$ cat src/hdl/umc_ram.sv
// Generic simple dual-port RAM with one write port and a registered read port.
`timescale 1ns / 1ps
`default_nettype none
module umc_ram #(
  parameter int Width = 32,
  parameter int Depth = 64
) (
  input  wire logic                     clk_i,
  input  wire logic                     we_i,
  input  wire logic [$clog2(Depth)-1:0] waddr_i,
  input  wire logic [Width-1:0]         wdata_i,
  input  wire logic [$clog2(Depth)-1:0] raddr_i,
  output logic      [Width-1:0]         rdata_o
);

  logic [Width-1:0] mem [Depth];

  // Write and registered read.
  always_ff @(posedge clk_i) begin
    if (we_i) begin
      mem[waddr_i] <= wdata_i;
    end
    rdata_o <= mem[raddr_i];
  end

endmodule
`default_nettype wire

$ cat config.mk
export PLATFORM = sky130hd
export DESIGN_NAME = umc_ram
export DESIGN_NICKNAME = d
export VERILOG_FILES = /design/src/hdl/umc_ram.sv
export SDC_FILE = /design/constraint.sdc
export NUM_CORES = 2
export LEC_CHECK = 0
export BUFFER_PORTS_ARGS = -buffer_cell sky130_fd_sc_hd__clkbuf_2
export CORE_MARGIN = 2
export CORE_UTILIZATION = 45
export CTS_CLUSTER_DIAMETER = 80
export DETAILED_ROUTE_END_ITERATION = 8
export GPL_ROUTABILITY_DRIVEN = 0
export MAX_ROUTING_LAYER = met4
export SLEW_MARGIN = 30
export SYNTH_ARGS = -nofsm -noshare
export SYNTH_HDL_FRONTEND = slang
export SYNTH_SLANG_ARGS = --single-unit
$ cat constraint.sdc
create_clock -name clk_i -period 14.1 [get_ports clk_i]
set_clock_uncertainty 0.1 [all_clocks]
set_input_delay 4.23 -clock clk_i [delete_from_list [all_inputs] [get_ports clk_i]]
set_output_delay 4.23 -clock clk_i [all_outputs]
set_load 0.02 [all_outputs]
== Word-level counts from Yosys, hierarchy flattened ==
Memory sizes are Yosys's and may differ from the RTL's. A register that Yosys moved wholly into a read port is not among the register bits.
Index checks and enable logic that the tools add are counted.

* Mux-type cells: 2

{| class="wikitable"
|+ Operator list
! kind !! number
|-
| 2-to-1 mux 1 bit || 2
|}

* Flip-flop bits (word level): 0
* Bits in writable memories: 2048
* Bits of input ports: 46
* Output and inout bits: 32
* Word-level logic and storage cells: 3
* Memories kept: 1

{| class="wikitable"
|+ Memory list
! name !! words !! width !! rd ports !! clocked after memory_dff !! wr ports !! RTL line !! text
|-
| mem || 64 || 32 || 1 || 1 || 1 || 16 || <nowiki>logic [Width-1:0] mem [Depth];</nowiki>
|}

== Depth between registers and ports, before layout ==
* Word-level depth: 2
* Gate-level depth with buffers: 10
* Mapped depth without buffers: 5

== Worst setup path before layout ==
No wires, ideal clock.

* Kind: input-to-reg
* From: in waddr_i[3]
* To: mem mem[48][0], enable pin
* Library setup time: 461 ps
* Data arrival time: 6929 ps
* Data required time: 13539 ps
* Path slack: 6610 ps
* Stages: 4
* Path buffers: 1
* Cell sequence: clkbuf_1 > nor2b_1 > nand4b_1 > nor3_1

{| class="wikitable"
|+ RTL lines
! element !! RTL line !! text
|-
| from (decl) || 10 || <nowiki>input wire logic [$clog2(Depth)-1:0] waddr_i,</nowiki>
|-
| to (decl) || 16 ||
|}

Straight into the memory's write port.

==> results summary <==
The worst relative slew slack is 0.328. For this block, the initial DRC count from the detailed router was between 4000 and 5000. The power density relative to cell area came out at 145 nW/um2. After clock tree synthesis, the setup repair step added 0 buffers. For this design the top-level I/O count stands at between 70 and 80. The number of buffers created by CTS came out at 206. The setup path with the least slack is of type input pin to flip-flop.

The proportion of synthesized chip area in sequential cells is 0.791. The leakage power is about 28 nW. The final-layout fill cell count came out at between 10000 and 15000. The number of port buffers came out at slightly below 80. The arrival time reported for the critical path endpoint came out at around 7.9 ns. The level count of the clock H-tree is 4. The yosys synthesis warning count came out at 0. The largest area contributor in the synthesized netlist is sky130_fd_sc_hd__edfxtp_1. The number of maximum-capacitance violations is 0. The type of element launching the critical path is an input pin. The largest fanout on the critical path is between 60 and 70.

The top cell type's share of synthesized area is 0.783. The footprint of the flip-flops and latches is 62100 um2. For met3 alone, demand over resource in global routing was 0.0369. Once detailed placement completed, the half-perimeter wirelength came to between 100 and 150 mm. The tree is rooted in a sky130_fd_sc_hd__clkbuf_16. The final clock period utilization by the worst path is 0.521. The clock net sink count came out at ~2100. After synthesis, the most frequently instantiated cells are sky130_fd_sc_hd__edfxtp_1, sky130_fd_sc_hd__mux4_2, sky130_fd_sc_hd__nor2_1. The overall power of the completed layout came out at between 10 and 15 mW. The fraction of final layout cells sized beyond drive strength 1 came out at 0.303. The initial antenna violation count came out at 7. The critical path contains buffers and inverters numbering 3 combined. Across every metal layer, demand over resource in global routing totals 0.238. The time the final worst path needs with I/O delays and setup is between 7 and 8 ns. The area added between synthesis and finish came out at 13.7%. The synthesized design contains ~2100 register bits.

The remaining routing DRC violations came out at 0. The highest ir drop seen on vdd is approximately 0.00013 V. Post-CTS repair changed the size of 0 cells. The placeable core area came out at around 170000 um2.

The final layout contains routed wiring with a total length of a little over 200 mm. The detailed-route wire length per cell is ~34 um. The endpoint required time on the critical path is 14.67 ns. In the synthesized netlist the dominant register cell turns out to be sky130_fd_sc_hd__edfxtp_1.

Summing all multi-input logic gate instances after layout gives roughly 16000 um2. The CTS tree is yes. The largest buffer count on any clock path is 3. The number of standard-cell rows in the floorplan came out at between 150 and 200. The async set or reset register ratio after synthesis is 0.

The final setup violation count is 0. On the worst path, the slowest cell contributes a delay of about 0.66 ns. The transition time at the pin with the least slew margin is 1.01 ns.

The cell family contributing the most delay on the critical path is buffers and inverters. The starting utilization of the core area is 0.452. The number of global-route vias before repair is about 37000.

Yosys attributes the largest share of cell area to sky130_fd_sc_hd__edfxtp_1, sky130_fd_sc_hd__mux4_2, sky130_fd_sc_hd__mux2i_1. Across all layers, the routed design uses between 30000 and 40000 vias. The die covers 178000 um2. The maximum number of pins on one net before global-route repair came out at 90.

The detail route stage leaves a number of antenna-violating nets equal to 0. The number of placed instances, taps included came out at about 5700. The run finished with clean final reports. The tightest min-delay check is of the flip-flop to flip-flop type. Setup repair after global routing left no endpoint under its margin. Measured along the x axis, the die boundary spans roughly 420 um. For this run, global-route usage on met1 was measured as 0.332.

The number of iterations in the first detailed-routing pass came out at 8. Among all stages on the critical path, the largest delay is contributed by sky130_fd_sc_hd__buf_4. The source-to-sink clock delay at the later pin of the worst-skew pair is between 0.8 and 0.9 ns. After detailed routing, the number of vias per cell comes to slightly above 6. The total count of max-transition violations in the final report came to 0. The critical path endpoint category is a flip-flop. In this run, synthesis inferred ~2000 flip-flops with an integrated enable. The net count after synthesis is about 3400. The final net count came out at about 3600. The hold violation total from the final report was 0. In this run the most used layer during global routing was met2. The total congestion overflow after global routing is 0. The signal on the critical path passes through buf_8, buf_4, buf_4, mux4_2, o221ai_1, a21oi_1, a21oi_1, nor2_1.

The netlist uses 34 different library cells. The mapped cell area came out at approximately 80000 um2. Adding up every negative setup slack in the final design gives 0 ns. The most common cell in the netlist is sky130_fd_sc_hd__edfxtp_1.

The number of hold buffers added after CTS was 0. The first-pass GRT wire length came out at 288 mm. Synthesis produced a netlist whose cell count is 3324. After clock tree synthesis, the clock-pin slew on the worst setup and hold paths is approximately 0.060 ns. The floorplan die height came out at about 420 um.

The met2 routing resource usage after global routing is 0.370. The mean instance size in the synthesized netlist is roughly 24 um2. The final instance count without filler cells is a little over 6000. The maximum achievable frequency came out at ~140 MHz.
## placed cells by master, fill, tap and decap left out, drive strengths merged, types with 3 or more instances in the layout
cell / count
edfxtp: 2048
mux4: 544
clkbuf: 355
buf: 142
nor2: 137
mux2i: 93
o22ai: 84
clkinv: 71
a21oi: 62
dfxtp: 32
o221ai: 27
nand2: 26
nor2b: 15
bufinv: 14
a22oi: 12
inv: 9
a311oi: 8
nand2b: 8
nor3: 7
nand3b: 5
nand3: 5
or3b: 5
and3: 4
a41o: 4
o32ai: 4
clkinvlp: 4
diode: 3
or3: 3
or2: 3
## worst min-delay path, stage by stage, from the launching register on
cell and delay (ns):
sky130_fd_sc_hd__edfxtp_1 0.32, sky130_fd_sc_hd__mux2i_1 0.06, sky130_fd_sc_hd__nand2_1 0.06, sky130_fd_sc_hd__a311oi_1 0.08, sky130_fd_sc_hd__nor3_1 0.15
## final timing paths
path,startpoint,to,slack [ns],cells past startpoint
max,raddr_i[0],rdata_o[6],6.75,8
min,mem[13][4],rdata_o[4],0.63,4
max reg2reg,mem[2][3],rdata_o[3],11.78,5
min reg2reg,mem[13][4],rdata_o[4],0.63,4
## layout make-up
| cell class | count | share of cell area |
|---|---|---|
| Antenna cell | 3 | 0.0000841 |
| Clock buffer | 283 | 0.0645 |
| Clock inverter | 98 | 0.0104 |
| Multi-Input combinational cell | 1062 | 0.179 |
| Sequential cell | 2080 | 0.696 |
| Tap cell | 2325 | 0.0326 |
| Timing Repair Buffer | 214 | 0.0173 |
## power breakdown
part	switching [mW]	internal, mW	total (mW)
clock	2.32	3.11	5.43
sequential	0.0302	6.85	6.88
combinational	0.400	0.226	0.626
## flip-flops by register name (all words and copies together), names as in the netlist
register / count
rdata_o: 32
mem: 2048
## logic make-up (layout without fill, tap and decap cells)
family,after synthesis,after routing,synth area share
flip-flops,2080,2080,0.791
multiplexers,637,637,0.168
AND/OR/NAND/NOR,223,223,0.0127
AO/OA/AOI/OAI,202,202,0.0167
buffers and inverters,182,595,0.0113
other,0,3,0
## metal layers
layer	share of wire	wire length (um)	up-vias
li1	-	-	14800
met1	0.41	84800	20200
met2	0.48	99700	1678
met3	0.076	15700	314
met4	0.026	5420	0
met5	0	0	-
## metrics by stage
stage / hold slack, ns / area (um2) / worst slack (ns) / utilization
after floorplan: 0.563 / 78500 / 6.61 / -
after global placement: 0.607 / 82500 / 5.74 / 0.475
after detailed placement: 0.621 / 82500 / 5.75 / 0.475
after CTS: 0.640 / 89200 / 6.65 / 0.514
after global routing: 0.682 / 89300 / 6.49 / 0.514
final: 0.634 / 89300 / 6.75 / 0.514
Power figures use the tool's default switching activity.
