[src/hdl/umc_pkg.sv]
// Shared constants, types and helper function of the UPGMA cluster merger.
`timescale 1ns / 1ps
`default_nettype none
package umc_pkg;

  localparam int MAX_LEAVES = 64;
  localparam int ID_W       = $clog2(MAX_LEAVES);
  localparam int CNT_W      = ID_W + 1;
  localparam int SIZE_W     = 7;
  localparam int DIST_W     = 32;
  localparam int ACC_W      = DIST_W + SIZE_W;
  localparam int ADDR_W     = 2 * ID_W;
  localparam int DIV_CNT_W  = $clog2(ACC_W);

  typedef enum logic [4:0] {
    S_IDLE, S_INIT, S_ROW, S_ROWW, S_COLR, S_COLW, S_CMP,
    S_SX, S_SY, S_SYW, S_CR, S_CU, S_DX, S_DY, S_M2,
    S_DST, S_DIVW, S_WR, S_APP, S_EMIT
  } umc_state_e;

  // The matrix is symmetric, so only the entry with the smaller id first is kept.
  function automatic logic [ADDR_W-1:0] dist_addr(input logic [ID_W-1:0] a,
                                                   input logic [ID_W-1:0] b);
    dist_addr = (a < b) ? {a, b} : {b, a};
  endfunction

endpackage
`default_nettype wire

[src/hdl/umc_div.sv]
// Restoring divider, one quotient bit per cycle, for the size-weighted mean.
`timescale 1ns / 1ps
`default_nettype none
module umc_div import umc_pkg::*; (
  input  wire logic              clk_i,
  input  wire logic              rst_ni,
  input  wire logic              start_i,
  input  wire logic [ACC_W-1:0]  dividend_i,
  input  wire logic [SIZE_W-1:0] divisor_i,
  output logic                   done_o,
  output logic      [DIST_W-1:0] quotient_o
);

  localparam logic [DIV_CNT_W-1:0] LastStep = DIV_CNT_W'(ACC_W - 1);

  logic                 busy_q, done_q;
  logic [DIV_CNT_W-1:0] cnt_q;
  logic [ACC_W-1:0]     dvd_q;
  logic [SIZE_W-1:0]    rem_q, div_q;
  logic [SIZE_W:0]      trial;
  logic                 ge;

  // One shift-and-subtract step.
  assign trial = {rem_q, dvd_q[ACC_W-1]};
  assign ge    = (trial >= {1'b0, div_q});

  // Control: busy flag, step counter and completion pulse.
  always_ff @(posedge clk_i or negedge rst_ni) begin
    if (!rst_ni) begin
      busy_q <= 1'b0;
      done_q <= 1'b0;
      cnt_q  <= '0;
    end else begin
      done_q <= 1'b0;
      if (start_i) begin
        busy_q <= 1'b1;
        cnt_q  <= '0;
      end else if (busy_q) begin
        cnt_q <= cnt_q + 1'b1;
        if (cnt_q == LastStep) begin
          busy_q <= 1'b0;
          done_q <= 1'b1;
        end
      end
    end
  end

  // Datapath: quotient bits shift in at the bottom of the dividend.
  always_ff @(posedge clk_i) begin
    if (start_i) begin
      dvd_q <= dividend_i;
      rem_q <= '0;
      div_q <= divisor_i;
    end else if (busy_q) begin
      dvd_q <= {dvd_q[ACC_W-2:0], ge};
      rem_q <= ge ? SIZE_W'(trial - {1'b0, div_q}) : trial[SIZE_W-1:0];
    end
  end

  assign done_o     = done_q;
  assign quotient_o = dvd_q[DIST_W-1:0];

endmodule
`default_nettype wire

[config.mk]
export PLATFORM = sky130hd
export DESIGN_NAME = umc_div
export DESIGN_NICKNAME = d
export VERILOG_FILES = /design/src/hdl/umc_pkg.sv /design/src/hdl/umc_div.sv
export SDC_FILE = /design/constraint.sdc
export NUM_CORES = 1
export LEC_CHECK = 0
export ABC_AREA = 1
export BUFFER_PORTS_ARGS = -buffer_cell sky130_fd_sc_hd__buf_2
export CORE_MARGIN = 2
export CORE_UTILIZATION = 50
export DETAILED_ROUTE_END_ITERATION = 12
export GPL_ROUTABILITY_DRIVEN = 0
export HOLD_SLACK_MARGIN = 0.08
export PLACE_DENSITY = 0.76
export SETUP_SLACK_MARGIN = 0.05
export SKIP_LAST_GASP = 1
export SYNTH_ARGS = -nofsm -noshare
export SYNTH_HDL_FRONTEND = slang
export SYNTH_SLANG_ARGS = --single-unit
[constraint.sdc]
create_clock -name clk_i -period 2.35 [get_ports clk_i]
set_input_delay 0.1175 -clock clk_i [delete_from_list [all_inputs] [get_ports clk_i]]
set_output_delay 0.1175 -clock clk_i [all_outputs]
set_load 0.05 [all_outputs]
Yosys cells after proc, flatten, opt, wreduce, memory -nomap -nowiden
Index checks and enable logic that the tools add are counted.
Storage, ports and cells
  register bits after elaboration: 61
  word-level logic and storage cells: 22
  output and inout port bits: 33
  bits of input ports: 49
Cells by class
  reductions and logical operators: 1
  muxes and demuxes: 11
  $add $sub $neg: 2
  magnitude comparators: 1
  eq/ne operators: 1
Operators by type and width (count)
  $mux 39: 2
  $mux 6: 2
  $ge 8x7->1: 1
  $mux 7: 1
  $sub 7x7->7: 1
  $add 6x1->6 const B: 1
  $eq 6x6->1 const B: 1
  $mux 1: 6
  $reduce_bool 2->1: 1

Depth between registers and ports, before layout
Gate-level depths: netlist of the first run.
  word-level depth: 4
  depth in mapped cells: 11
  depth with buffers taken out: 11

Least setup slack after synthesis of the first run
No wires, ideal clock.
  path type: reg2reg
  from: reg dvd_q[38]
  to: reg rem_q[5]
  library setup time: 0.113 ns
  period minus slack after synthesis: 1.667 ns
  buffers on the path: 0
  cell stages (with the launch flop): 12
  arrival time: 1.554 ns
  slack: 0.683 ns
  data required time: 2.237 ns
  cells stage by stage: edfxtp_1 > inv_1 > ha_1 > fa_1 > inv_1 > nand3_1 > nand2_1 > nand2_1 > nand3_4 > nand3_1 > nand3_1 > nand2_1
Between the ends
  cells in the longest elaborated chain, start to end: 2
  elaborated cells on any way between the ends: 3
  those cells by class: add/sub: 1; order compare: 1; mux: 1
Ends and longest elaborated chain
  start: declaration: RTL line umc_div.sv:18  | logic [ACC_W-1:0] dvd_q;
  start signal: assignment: RTL line umc_div.sv:51  | dvd_q <= dividend_i;
  start signal: assignment: RTL line umc_div.sv:55  | dvd_q <= {dvd_q[ACC_W-2:0], ge};
  $sub 7x7->7 / $ge 8x7->1 (equally long branches): RTL line umc_div.sv:56, umc_div.sv:25
  $mux 7 (*): RTL line umc_div.sv:56  | rem_q <= ge ? SIZE_W'(trial - {1'b0, div_q}) : trial[SIZE_W-1:0];
  end signal: assignment: RTL line umc_div.sv:56
  end: declaration: RTL line umc_div.sv:19  | logic [SIZE_W-1:0] rem_q, div_q;
Mark *: on every way between the ends. The rest lies on a longest branch, timed or not.
A chain may end at the register's enable or synchronous reset.

Worst setup path in the final report of the first run
  from: reg div_q[0]
  to: reg rem_q[3]
Between the ends
  cells in the longest elaborated chain, start to end: 2
  elaborated cells on any way between the ends: 3
  those cells by class: add/sub: 1; order compare: 1; mux: 1
Ends and longest elaborated chain
  start: declaration: RTL line umc_div.sv:19
  start signal: assignment: RTL line umc_div.sv:53  | div_q <= divisor_i;
  $sub 7x7->7 / $ge 8x7->1 (equally long branches): RTL line umc_div.sv:56, umc_div.sv:25
  $mux 7 (*): RTL line umc_div.sv:56
Marked as above.

==> impl_results.md, run 1 <==
- Status: complete, no violations
- Post-Syn Nets: 422
- Final hold vios: 0
- DP HPWL: 4160 um
- Multi-input gate area: 1080 um^2
- Worst path bufs/invs: 1
- IO Port Bufs: 81
- Layout cell share with drive strength beyond 1: 0.227
- Initial antenna violation count: 0
- Drc violations: 0
- # Max-Cap Violations: 0
- Synth Instances: 363
- Count leader, synth: nand2_1
- Crit. path cell count: 10
- Asr flop ratio synth: 0.131
- First-pass GRT wire length: 11,500 um
- Worst setup path end: rem_q[3]
- WS Path Type: reg2reg
- Final setup TNS: 0 ns
- Fillers: about 500
- Syn_area_per_cell: 8.79 um^2
- Startpoint types: register
- Top Family by Delay on Critical Path: simple AND/OR/NAND/NOR gates
- H-tree lvl count: 3
- Routed len/inst: roughly 13 um
- Clock tree buffer depth: 2
- Synth warn: 0
- Initial Utilization: 0.511
- Share of the synthesized area in the top cell type: 0.433
- Die X: 83.9 um
- Area Growth Syn to Fin: 27.2%
- Global route overflow: 0
- Crit path capture type: register
- Die area: between 7000 and 8000 um^2
- # IOs: 82
- Hold Buf Count CTS: between 40 and 50
- FF-to-FF path depth: 10
- N_diodes: 0
- Via Count: 2,609
- Final period util: 0.780
- Vias per inst: approximately 4.8
- CP Cell Sequence: ha_1, fa_1, inv_1, nand3_1, nand2_1, nand2_1, nand3_4, nand2_1, nand3_1, nand2_1
- Worst R2R Setup Slack: 0.52 ns
- TritonRoute pass-1 iters: 5
- CP arrival: between 2 and 2.5 ns
- Pwr Density: 851 nW/um^2
- Worst skew pair latency: 0.33 ns
- Chip height: approximately 84 um
- RSZ-0062 raised after global routing: no
- Worst vdd ir: 527 uV
- Slew Viols, Final: 0
- Crit path top cell by count: nand2_1
- CTS Root Cell: clkbuf_8
- Main flop type after synthesis: edfxtp_1
- Iter 0 DRT Violations: 125
- CP max stage delay: approximately 0.4 ns
- Yosys cell types: 29
- R2r endpoint: rem_q[3]
- Post-synth EDFFs: 46
- Seq/Total Area, Yosys: 0.540
- Clk slew on worst S/H paths: 0.07 ns
- Core Util, Final: 0.650
- FF-to-FF Start: div_q[0]
- Register area: 1720 um^2
- Antenna Nets Post-Route: 0
- Slew @ Worst Pin: approximately 0.85 ns
- CTS tree: done
- #FFs+latches synth: 61
- CP startpoint: div_q[0]
- Leak: 2.06 nW
- Pin count of the biggest net entering global routing: 49
- CP max-delay cell: fa_1
- Final setup fails: 0
- HP Class: in2async
- CTS buffer count: 9
- Row cnt: 29
- Clk_skew: 0.0113 ns
- Tot GR Track Use: 0.205
- Rel. slew slack: 0.435
- Area contributors post-synth: edfxtp_1 (43%), nand2_1 (19%), buf_4 (7.5%), dfrtp_1 (6.3%), dfxtp_1 (4.4%)
- Routed wire length: 6920 um
- Post-synth top cells: nand2_1 (164), edfxtp_1 (46), buf_4 (32), inv_1 (26), nand3_1 (18)
- Fmax: 545 MHz
- Vias in the first global route: 2,564
- Post_cts resized: 0
- CORE AREA: roughly 6200 um^2
- Final worst path period need: 1.83 ns
- Biggest area consumer among synthesized cells: edfxtp_1
- Total setup buffers inserted after CTS: 0
- Final #Nets: 520
- Power Total: 3.45 mW
- WP data required: ~2.6 ns
- Clock Sinks: 61
- Worst-path fanout max: 7
- Synthesized area: ~3200 um^2
## cells by family after synthesis
family,count (synthesis),share of synthesized area
flops,61,0.540
compound gates,12,0.0247
fa+ha+maj,10,0.0416
simple gates,206,0.266
buf+inv,72,0.122
xor+xnor,2,0.00549
## cell type report
type / count / share of cell area
Sequential cell: 61 / 0.424
Multi-Input combinational cell: 230 / 0.265
Timing Repair Buffer: 128 / 0.215
Clock buffer: 14 / 0.0401
Inverter: 31 / 0.0287
Tap cell: 77 / 0.0237
Clock inverter: 2 / 0.00247
## worst min-delay path by stage
stage             from       end  slack (ns)  cells past startpoint
2_1_floorplan   rst_ni    busy_q       -0.18                      0
6_report        rst_ni  cnt_q[2]        0.16                      2
4_1_cts        start_i  rem_q[1]        0.14                      4
3_5_place_dp    rst_ni    busy_q       -0.03                      1
5_1_grt        start_i  rem_q[5]        0.18                      4
3_3_place_gp    rst_ni    busy_q       -0.03                      1
## flip-flops by register name, indices dropped and copies added (netlist names)
signal,cells
dvd_q,39
cnt_q,6
div_q,7
done_o,1
rem_q,7
busy_q,1
## report_power, final
group	internal [mW]	total [mW]	switching [mW]
sequential	1.33	1.44	0.113
clock	0.438	0.813	0.375
combinational	0.440	1.19	0.754
## per-stage QoR
step / worst slack (ns) / hold slack (ns) / std cells / cell area, um^2
3_3_place_gp: 0.599 / -0.0305 / 481 / 3420
2_1_floorplan: 0.683 / -0.178 / 363 / 3190
3_5_place_dp: 0.533 / -0.0261 / 481 / 3420
4_1_cts: 0.537 / 0.141 / 543 / 4060
5_1_grt: 0.380 / 0.176 / 543 / 4060
6_report: 0.517 / 0.156 / 543 / 4060
## routing by layer
layer	track usage	wire length (um)
met1	0.254	2890
met5	0	0
met4	0.0616	69
met2	0.350	3560
met3	0.0554	396
## cell usage in the layout, fill, tap and decap left out, types with 2 or more instances in the layout
cell type	synthesis	routed
inv_2	5	5
nand4_1	3	3
nand3b_1	4	4
clkinv_2	0	2
o21ai_1	2	2
nor3_1	2	2
inv_1	26	26
dfrtp_1	8	8
edfxtp_1	46	46
nand3_1	18	18
nor2_1	10	10
buf_2	0	81
clkbuf_8	0	11
a21oi_1	5	5
dfxtp_1	7	7
dlygate4sd3_1	0	46
nand2_1	164	164
clkbuf_1	8	3
nor2_2	2	2
ha_1	9	9
(Power assumes the default switching activity.)
==> inputs of run 2 (changes only) <==
Settings changed: CORE_UTILIZATION 50 to 48.
Clock period 2.35 ns to 1.5 ns, I/O delays scaled along.
==> run 2 against run 1 <==
The flow now finishes with violations (setup timing). Clock power rose by 100%. Sequential cell count did not move. Combinational power grew 100%. First-iteration DRC count up 38%. Clock skew decreased by 0.00052 ns. Clock-buffer cell count down 2. Final cell count grew 4.8%. Register-to-register slack worse by 0.68 ns. Cell area increased by 9.0%. Sequential share of layout area is 3.5 points lower. Critical path type unchanged.
==> impl_results.md, run 2 (same netlist as run 1, synthesis figures left out) <==
- Final hold vios: 0 (unchanged)
- CTS buffer count: 9 (unchanged)
- R2r endpoint: rem_q[4] (was rem_q[3])
- CP Cell Sequence: ha_4, fa_2, inv_2, nand3_2, nand2_4, xnor2_1, nand2_1, nand3_1, nand2_1 (was ha_1, fa_1, inv_1, nand3_1, nand2_1, nand2_1, nand3_4, nand2_1, nand3_1, nand2_1)
- Layout cell share with drive strength beyond 1: 0.297 (was 0.227)
- Placed cell areas: 3640 um^2 (was 3420 um^2)
- Vias in the first global route: 2,672 (was 2,564)
- CP arrival: 1.88 ns (was 2.04 ns)
- Met2 Usage GRT: 0.384 (was 0.350)
- Row cnt: 29 (unchanged)
- Worst path bufs/invs: 1 (unchanged)
- Final worst path period need: 1.66 ns (was 1.83 ns)
- Fin worst setup slack: -0.159 ns (was 0.517 ns)
- GRT Max-Usage Layer: met2 (unchanged)
- Pin count of the biggest net entering global routing: 36 (was 49)
- Leak: 2.24 nW (was 2.06 nW)
- CP startpoint: div_q[0] (unchanged)
- WS Path Type: reg2reg (unchanged)
- Drc violations: 0 (unchanged)
- Fillers: 488 (was 503)
- Final #Nets: 546 (was 520)
- Routing usage on met1: 0.249 (was 0.254)
- Iter 0 DRT Violations: 172 (was 125)
- Fmax: 603 MHz (was 545 MHz)
- Via Count: 2,717 (was 2,609)
- Worst vdd ir: 822 uV (was 527 uV)
- Die X: 85.5 um (was 83.9 um)
- Startpoint types: register (unchanged)
- Worst R2R Setup Slack: -0.16 ns (was 0.52 ns)
- WP data required: 1.73 ns (was 2.56 ns)
- CP max stage delay: 0.41 ns (about the same)
- N_diodes: 0 (unchanged)
- TritonRoute pass-1 iters: 4 (was 5)
- Initial Utilization: 0.499 (was 0.511)
- Worst-path fanout max: 3 (was 7)
- WHS: 0.115 ns (was 0.156 ns)
- RSZ-0062 raised after global routing: yes (was no)
- H-tree lvl count: 3 (unchanged)
- Area Growth Syn to Fin: 38.7% (was 27.2%)
- Pwr Density: 1430 nW/um^2 (was 851 nW/um^2)
- Design area: 4420 um^2 (was 4060 um^2)
- HP Class: in2async (unchanged)
- CP max-delay cell: edfxtp_1 (was fa_1)
- First-pass GRT wire length: 12,200 um (was 11,500 um)
- FF-to-FF path depth: 9 (was 10)
- Crit path top cell by count: nand2_1 (unchanged)
- Routed wire length: 7490 um (was 6920 um)
- Final setup fails: 8 (was 0)
- Top Family by Delay on Critical Path: adder cells (was simple AND/OR/NAND/NOR gates)
- FF-to-FF Start: div_q[0] (unchanged)
- Slew Viols, Final: 0 (unchanged)
- Max reg flops: 39 (unchanged)
- Clock tree buffer depth: 2 (unchanged)
- Final period util: 1.11 (was 0.780)
- Commonest non-fill, non-tap cell in the layout: nand2_1 (unchanged)
- Clock Sinks: 61 (unchanged)
- Crit path capture type: register (unchanged)
- Rel. slew slack: 0.770 (was 0.435)
- Violated checks: setup timing
- DP HPWL: 4850 um (was 4160 um)
- Worst skew pair latency: 0.33 ns (about the same)
- # Max-Cap Violations: 0 (unchanged)
- CTS tree: done (unchanged)
- Biggest register: dvd_q (unchanged)
- Routed len/inst: 13.2 um (was 12.7 um)
- Slew @ Worst Pin: 0.345 ns (was 0.847 ns)
- Register area: 1720 um^2 (unchanged)
- Die area: 7310 um^2 (was 7030 um^2)
- Top Registers: dvd_q (39), div_q (7), rem_q (7) (unchanged)
- Tot GR Track Use: 0.215 (was 0.205)
- Vias per inst: 4.78 (was 4.80)
- CORE AREA: 6390 um^2 (was 6240 um^2)
- Global route overflow: 0 (unchanged)
- Routing usage on met3: 0.0414 (was 0.0554)
- Commonest cells after routing, fill and taps aside: nand2_1 (161), buf_2 (81), dlygate4sd3_1 (47) (was nand2_1 (164), buf_2 (81), edfxtp_1 (46), dlygate4sd3_1 (46), inv_1 (26))
- Antenna Nets Post-Route: 0 (unchanged)
- CTS Root Cell: clkbuf_8 (unchanged)
- Chip height: 85.5 um (was 83.9 um)
- Worst setup path end: rem_q[4] (was rem_q[3])
- # IOs: 82 (unchanged)
- Multi-input gate area: 1150 um^2 (was 1080 um^2)
- IO Port Bufs: 81 (unchanged)
- Crit. path cell count: 9 (was 10)
- Clk slew on worst S/H paths: 0.07 ns (about the same)
- Clk_skew: 0.0108 ns (was 0.0113 ns)
- Status: finished, violations left (was complete, no violations)
- Initial antenna violation count: 0 (unchanged)
==> run 2: cell types whose count changed in the layout (fill, tap and decap cells not counted), sizes merged <==
cell         change
buf             +25
bufinv           +2
clkbuf           -2
clkinv           -1
clkinvlp         +1
dlygate4sd3      +1
==> run 2: how the worst min path moves through the flow <==
stage                     startpoint  cells after the start  endpoint  slack [ns]
after global routing          rst_ni                      2  cnt_q[4]        0.12
after CTS                     rst_ni                      2  cnt_q[4]        0.10
after detailed placement      rst_ni                      1    done_o       -0.07
after floorplan               rst_ni                      0    busy_q       -0.22
after global placement        rst_ni                      1    done_o       -0.07
final                         rst_ni                      2  cnt_q[3]        0.11
==> run 2: final cells by class <==
type	instances	share of cell area
clock buffers	12	0.0351
clock inverters	4	0.0161
inverters	31	0.0263
multi-input cells	230	0.260
flip-flops and latches	61	0.389
well taps	77	0.0218
repair buffers	154	0.251
==> run 2: per-layer routing <==
layer	vias up	routed length (um)	part of all wire
met1	1258	3090	0.41
li1	1380	-	-
met5	-	0	0
met4	0	190	0.025
met2	64	3970	0.53
met3	15	237	0.032
==> run 2: repair_timing <==
action,4_1_cts,5_1_grt
pin swaps,6,2
resized for setup,5,4
setup buffers,4,2
endpoints found under the hold margin,54,0
hold buffers,47,0
endpoints found under the setup margin,8,8
==> run 2: per-stage QoR <==
stage | setup WS (ns) | power [mW] | utilization | TNS [ns] | std cells
4_1_cts | -0.133 | 6.26 | 0.686 | -0.863 | 567
2_1_floorplan | -0.0416 | 3.83 | - | -0.240 | 363
3_3_place_gp | -0.0883 | 4.30 | 0.570 | -0.614 | 500
6_report | -0.159 | 6.31 | 0.693 | -1.14 | 569
3_5_place_dp | -0.143 | 4.40 | 0.570 | -0.970 | 500
5_1_grt | -0.243 | 6.69 | 0.693 | -1.75 | 569
==> run 2: power by group <==
group	leakage (nW)	internal (mW)	total (mW)	switching [mW]
combinational	1.47	1.03	2.41	1.38
clock	0.110	1.02	1.64	0.618
sequential	0.659	2.09	2.27	0.180
==> run 2: worst reg2reg max path: stages, from the launching register on <==
cell	delay, ns
edfxtp_1	0.41
ha_4	0.18
fa_2	0.36
inv_2	0.07
nand3_2	0.08
nand2_4	0.11
xnor2_1	0.15
nand2_1	0.07
nand3_1	0.09
nand2_1	0.05
==> inputs of run 3 (changes only) <==
Settings changed: ABC_AREA 1 to not set.
==> run 3 against run 2 <==
The flow still finishes with violations (setup timing). Core utilization down 2.8 points. Combinational power up 3%. First-iteration DRC count down 30%. Clock power down 12%. Final cell count down 17%. Synthesized area up 3.2%. Non-clock buffer count up 5. Cell area up 0.93%. Fmax down 16%. Critical path depth down 2. Largest cell class unchanged. Highest routed layer unchanged. Die area up 3.0%. Worst setup slack worse by 0.32 ns.
==> impl_results.md, run 3 <==
- Pin count of the biggest net entering global routing: 38 (was 36)
- Sw power: 2.16 mW (was 2.17 mW)
- CORE AREA: 6720 um^2 (was 6390 um^2)
- Seq/Total Area, Yosys: 0.523 (was 0.540)
- WS Path Type: reg2reg (unchanged)
- Fin worst setup slack: -0.483 ns (was -0.159 ns)
- CTS Root Cell: clkbuf_8 (unchanged)
- Tot GR Track Use: 0.189 (was 0.215)
- Post-synth top cells: edfxtp_1 (46), mux2_2 (38), buf_4 (33), nor2_1 (16), inv_1 (14) (was nand2_1 (164), edfxtp_1 (46), buf_4 (32), inv_1 (26), nand3_1 (18))
- Synthesized area: 3290 um^2 (was 3190 um^2)
- Top Family by Delay on Critical Path: compound AO/OA/AOI/OAI gates (was adder cells)
- Final hold vios: 0 (unchanged)
- Layout cell share with drive strength beyond 1: 0.477 (was 0.297)
- Status: finished, violations left (unchanged)
- Share of the synthesized area in the top cell type: 0.420 (was 0.433)
- Area Growth Syn to Fin: 35.7% (was 38.7%)
- Post-synth EDFFs: 46 (unchanged)
- CP arrival: 2.22 ns (was 1.88 ns)
- Leak: 1.91 nW (was 2.24 nW)
- Row cnt: 30 (was 29)
- Max reg flops: 39 (unchanged)
- Worst-path fanout max: 6 (was 3)
- Switch share: 0.350 (was 0.344)
- Rel. slew slack: 0.758 (was 0.770)
- Asr flop ratio synth: 0.131 (unchanged)
- Logic gate share of total power: 0.403 (was 0.381)
- Seq pwr share: 0.364 (was 0.359)
- Routed wire length: 7090 um (was 7490 um)
- Clock Sinks: 61 (unchanged)
- Die X: 86.8 um (was 85.5 um)
- Fmax: 504 MHz (was 603 MHz)
- Crit path capture type: register (unchanged)
- Commonest non-fill, non-tap cell in the layout: buf_2 (was nand2_1)
- Final setup fails: 8 (unchanged)
- Biggest area consumer among synthesized cells: edfxtp_1 (unchanged)
- Slew @ Worst Pin: 0.354 ns (was 0.345 ns)
- CP max stage delay: 0.35 ns (was 0.41 ns)
- Clk_skew: 0.00496 ns (was 0.0108 ns)
- CP max-delay cell: edfxtp_1 (unchanged)
- Clock tree buffer depth: 2 (unchanged)
- Vias per inst: 5.07 (was 4.78)
- HP Class: in2reg (was in2async)
- Final setup TNS: -3.40 ns (was -1.14 ns)
- Vias in the first global route: 2,447 (was 2,672)
- TritonRoute pass-1 iters: 6 (was 4)
- H-tree lvl count: 3 (unchanged)
- N_diodes: 0 (unchanged)
- CTS buffer count: 9 (unchanged)
- RSZ-0062 raised after global routing: yes (unchanged)
- Startpoint types: register (unchanged)
- Iter 0 DRT Violations: 120 (was 172)
- Worst skew pair latency: 0.33 ns (about the same)
- Final Instance Count excl. Fillers: 472 (was 569)
- Synth Instances: 263 (was 363)
- WP data required: 1.74 ns (was 1.73 ns)
- Die area: 7530 um^2 (was 7310 um^2)
- Initial antenna violation count: 0 (unchanged)
- Power Total: 6.17 mW (was 6.31 mW)
- Drc violations: 0 (unchanged)
- Violated checks: setup timing (unchanged)
- Main flop type after synthesis: edfxtp_1 (unchanged)
- Routed len/inst: 15.0 um (was 13.2 um)
- IO Port Bufs: 81 (unchanged)
- Final worst path period need: 1.98 ns (was 1.66 ns)
- Final period util: 1.32 (was 1.11)
- Syn_area_per_cell: 12.5 um^2 (was 8.79 um^2)
- # IOs: 82 (unchanged)
- # Max-Cap Violations: 0 (unchanged)
- CP Cell Sequence: inv_2, ha_2, fa_2, nand2b_4, a211o_4, and3_4, a311oi_2 (was ha_4, fa_2, inv_2, nand3_2, nand2_4, xnor2_1, nand2_1, nand3_1, nand2_1)
- Biggest register: dvd_q (unchanged)
- Power share of the clock group: 0.233 (was 0.260)
- Pwr Density: 1380 nW/um^2 (was 1430 nW/um^2)
- Final #Nets: 446 (was 546)
- DP HPWL: 4200 um (was 4850 um)
- #FFs+latches synth: 61 (unchanged)
- Antenna Nets Post-Route: 0 (unchanged)
- Fillers: 475 (was 488)
- Worst vdd ir: 717 uV (was 822 uV)
- Slew Viols, Final: 0 (unchanged)
- Post-Syn Nets: 322 (was 422)
- Global route overflow: 0 (unchanged)
- Count leader, synth: edfxtp_1 (was nand2_1)
- Area contributors post-synth: edfxtp_1 (42%), mux2_2 (13%), buf_4 (7.5%), dfrtp_1 (6.1%), dfxtp_1 (4.3%) (was edfxtp_1 (43%), nand2_1 (19%), buf_4 (7.5%), dfrtp_1 (6.3%), dfxtp_1 (4.4%))
- Yosys cell types: 47 (was 29)
- Top Registers: dvd_q (39), div_q (7), rem_q (7) (unchanged)
- Synth warn: 0 (unchanged)
- Via Count: 2,395 (was 2,717)
- Initial Utilization: 0.490 (was 0.499)
- Clk slew on worst S/H paths: 0.07 ns (about the same)
- Chip height: 86.8 um (was 85.5 um)
- Internal: 4.01 mW (was 4.14 mW)
- Worst path bufs/invs: 1 (unchanged)
- Commonest cells after routing, fill and taps aside: buf_2 (81), edfxtp_1 (46), dlygate4sd3_1 (46) (was nand2_1 (161), buf_2 (81), dlygate4sd3_1 (47))
- CTS tree: done (unchanged)
- First-pass GRT wire length: 11,000 um (was 12,200 um)
- Placed cells: 408 (was 500)
run 3: what timing repair did:
item / 4_1_cts / 5_1_grt
endpoints found under the setup margin: 8 / 8
resized for setup: 3 / 2
setup buffers: 2 / 0
pin swaps: 2 / 2
hold buffers: 46 / 0
endpoints found under the hold margin: 53 / 0
run 3: per-stage QoR:
step	setup WS, ns	hold slack (ns)	instance area [um^2]	util
after floorplan	-0.515	-0.221	3340	-
after global placement	-0.442	-0.0751	3760	0.560
after detailed placement	-0.473	-0.0758	3760	0.560
after CTS	-0.468	0.0981	4450	0.663
after global routing	-0.553	0.109	4460	0.664
final	-0.483	0.104	4460	0.664
run 3: final cells by class:
type	instances	area (um^2)	area share
Sequential cell	61	1720	0.386
Tap cell	80	100	0.0224
Inverter	14	56.3	0.0126
Clock inverter	6	63.8	0.0143
Multi-Input combinational cell	142	1260	0.283
Timing Repair Buffer	159	1130	0.253
Clock buffer	10	128	0.0286
run 3: final timing paths:
check,start,to,slack [ns],cells past startpoint
hold / removal,dividend_i[0],dvd_q[0],0.10,3
max in group asynchronous,rst_ni,busy_q,1.22,2
setup reg to reg,dvd_q[38],rem_q[0],-0.48,7
min in group asynchronous,rst_ni,cnt_q[5],0.11,2
setup / recovery,dvd_q[38],rem_q[0],-0.48,7
hold reg to reg,dvd_q[35],dvd_q[36],0.56,1
run 3: logic make-up (layout without fill, tap and decap cells):
group,after synthesis,after routing,synth area share
compound gates,31,31,0.0802
buf+inv,60,189,0.111
flops,61,61,0.523
simple gates,55,55,0.0935
mux,39,39,0.133
xor+xnor,7,7,0.0186
fa+ha+maj,10,10,0.0403
run 3: routing by layer:
layer | up-vias | GRT usage | part of all wire
met3 | 19 | 0.0400 | 0.032
met2 | 63 | 0.320 | 0.52
li1 | 1173 | - | -
met1 | 1140 | 0.234 | 0.43
met4 | 0 | 0.0795 | 0.021
met5 | - | 0 | 0
run 3: power groups by stage:
stage | combinational [mW] | clock [mW] | sequential [mW]
detailed placement | 2.25 | 0 | 2.26
global route | 2.68 | 1.52 | 2.27
floorplan | 1.77 | 0 | 2.22
CTS | 2.41 | 1.45 | 2.23
finish | 2.49 | 1.44 | 2.25
global placement | 2.21 | 0 | 2.26
run 3: worst register-to-register path, cell delays in order (launching register included):
cell,delay [ns]
edfxtp_1,0.35
inv_2,0.04
ha_2,0.18
fa_2,0.34
nand2b_4,0.15
a211o_4,0.35
and3_4,0.23
a311oi_2,0.25
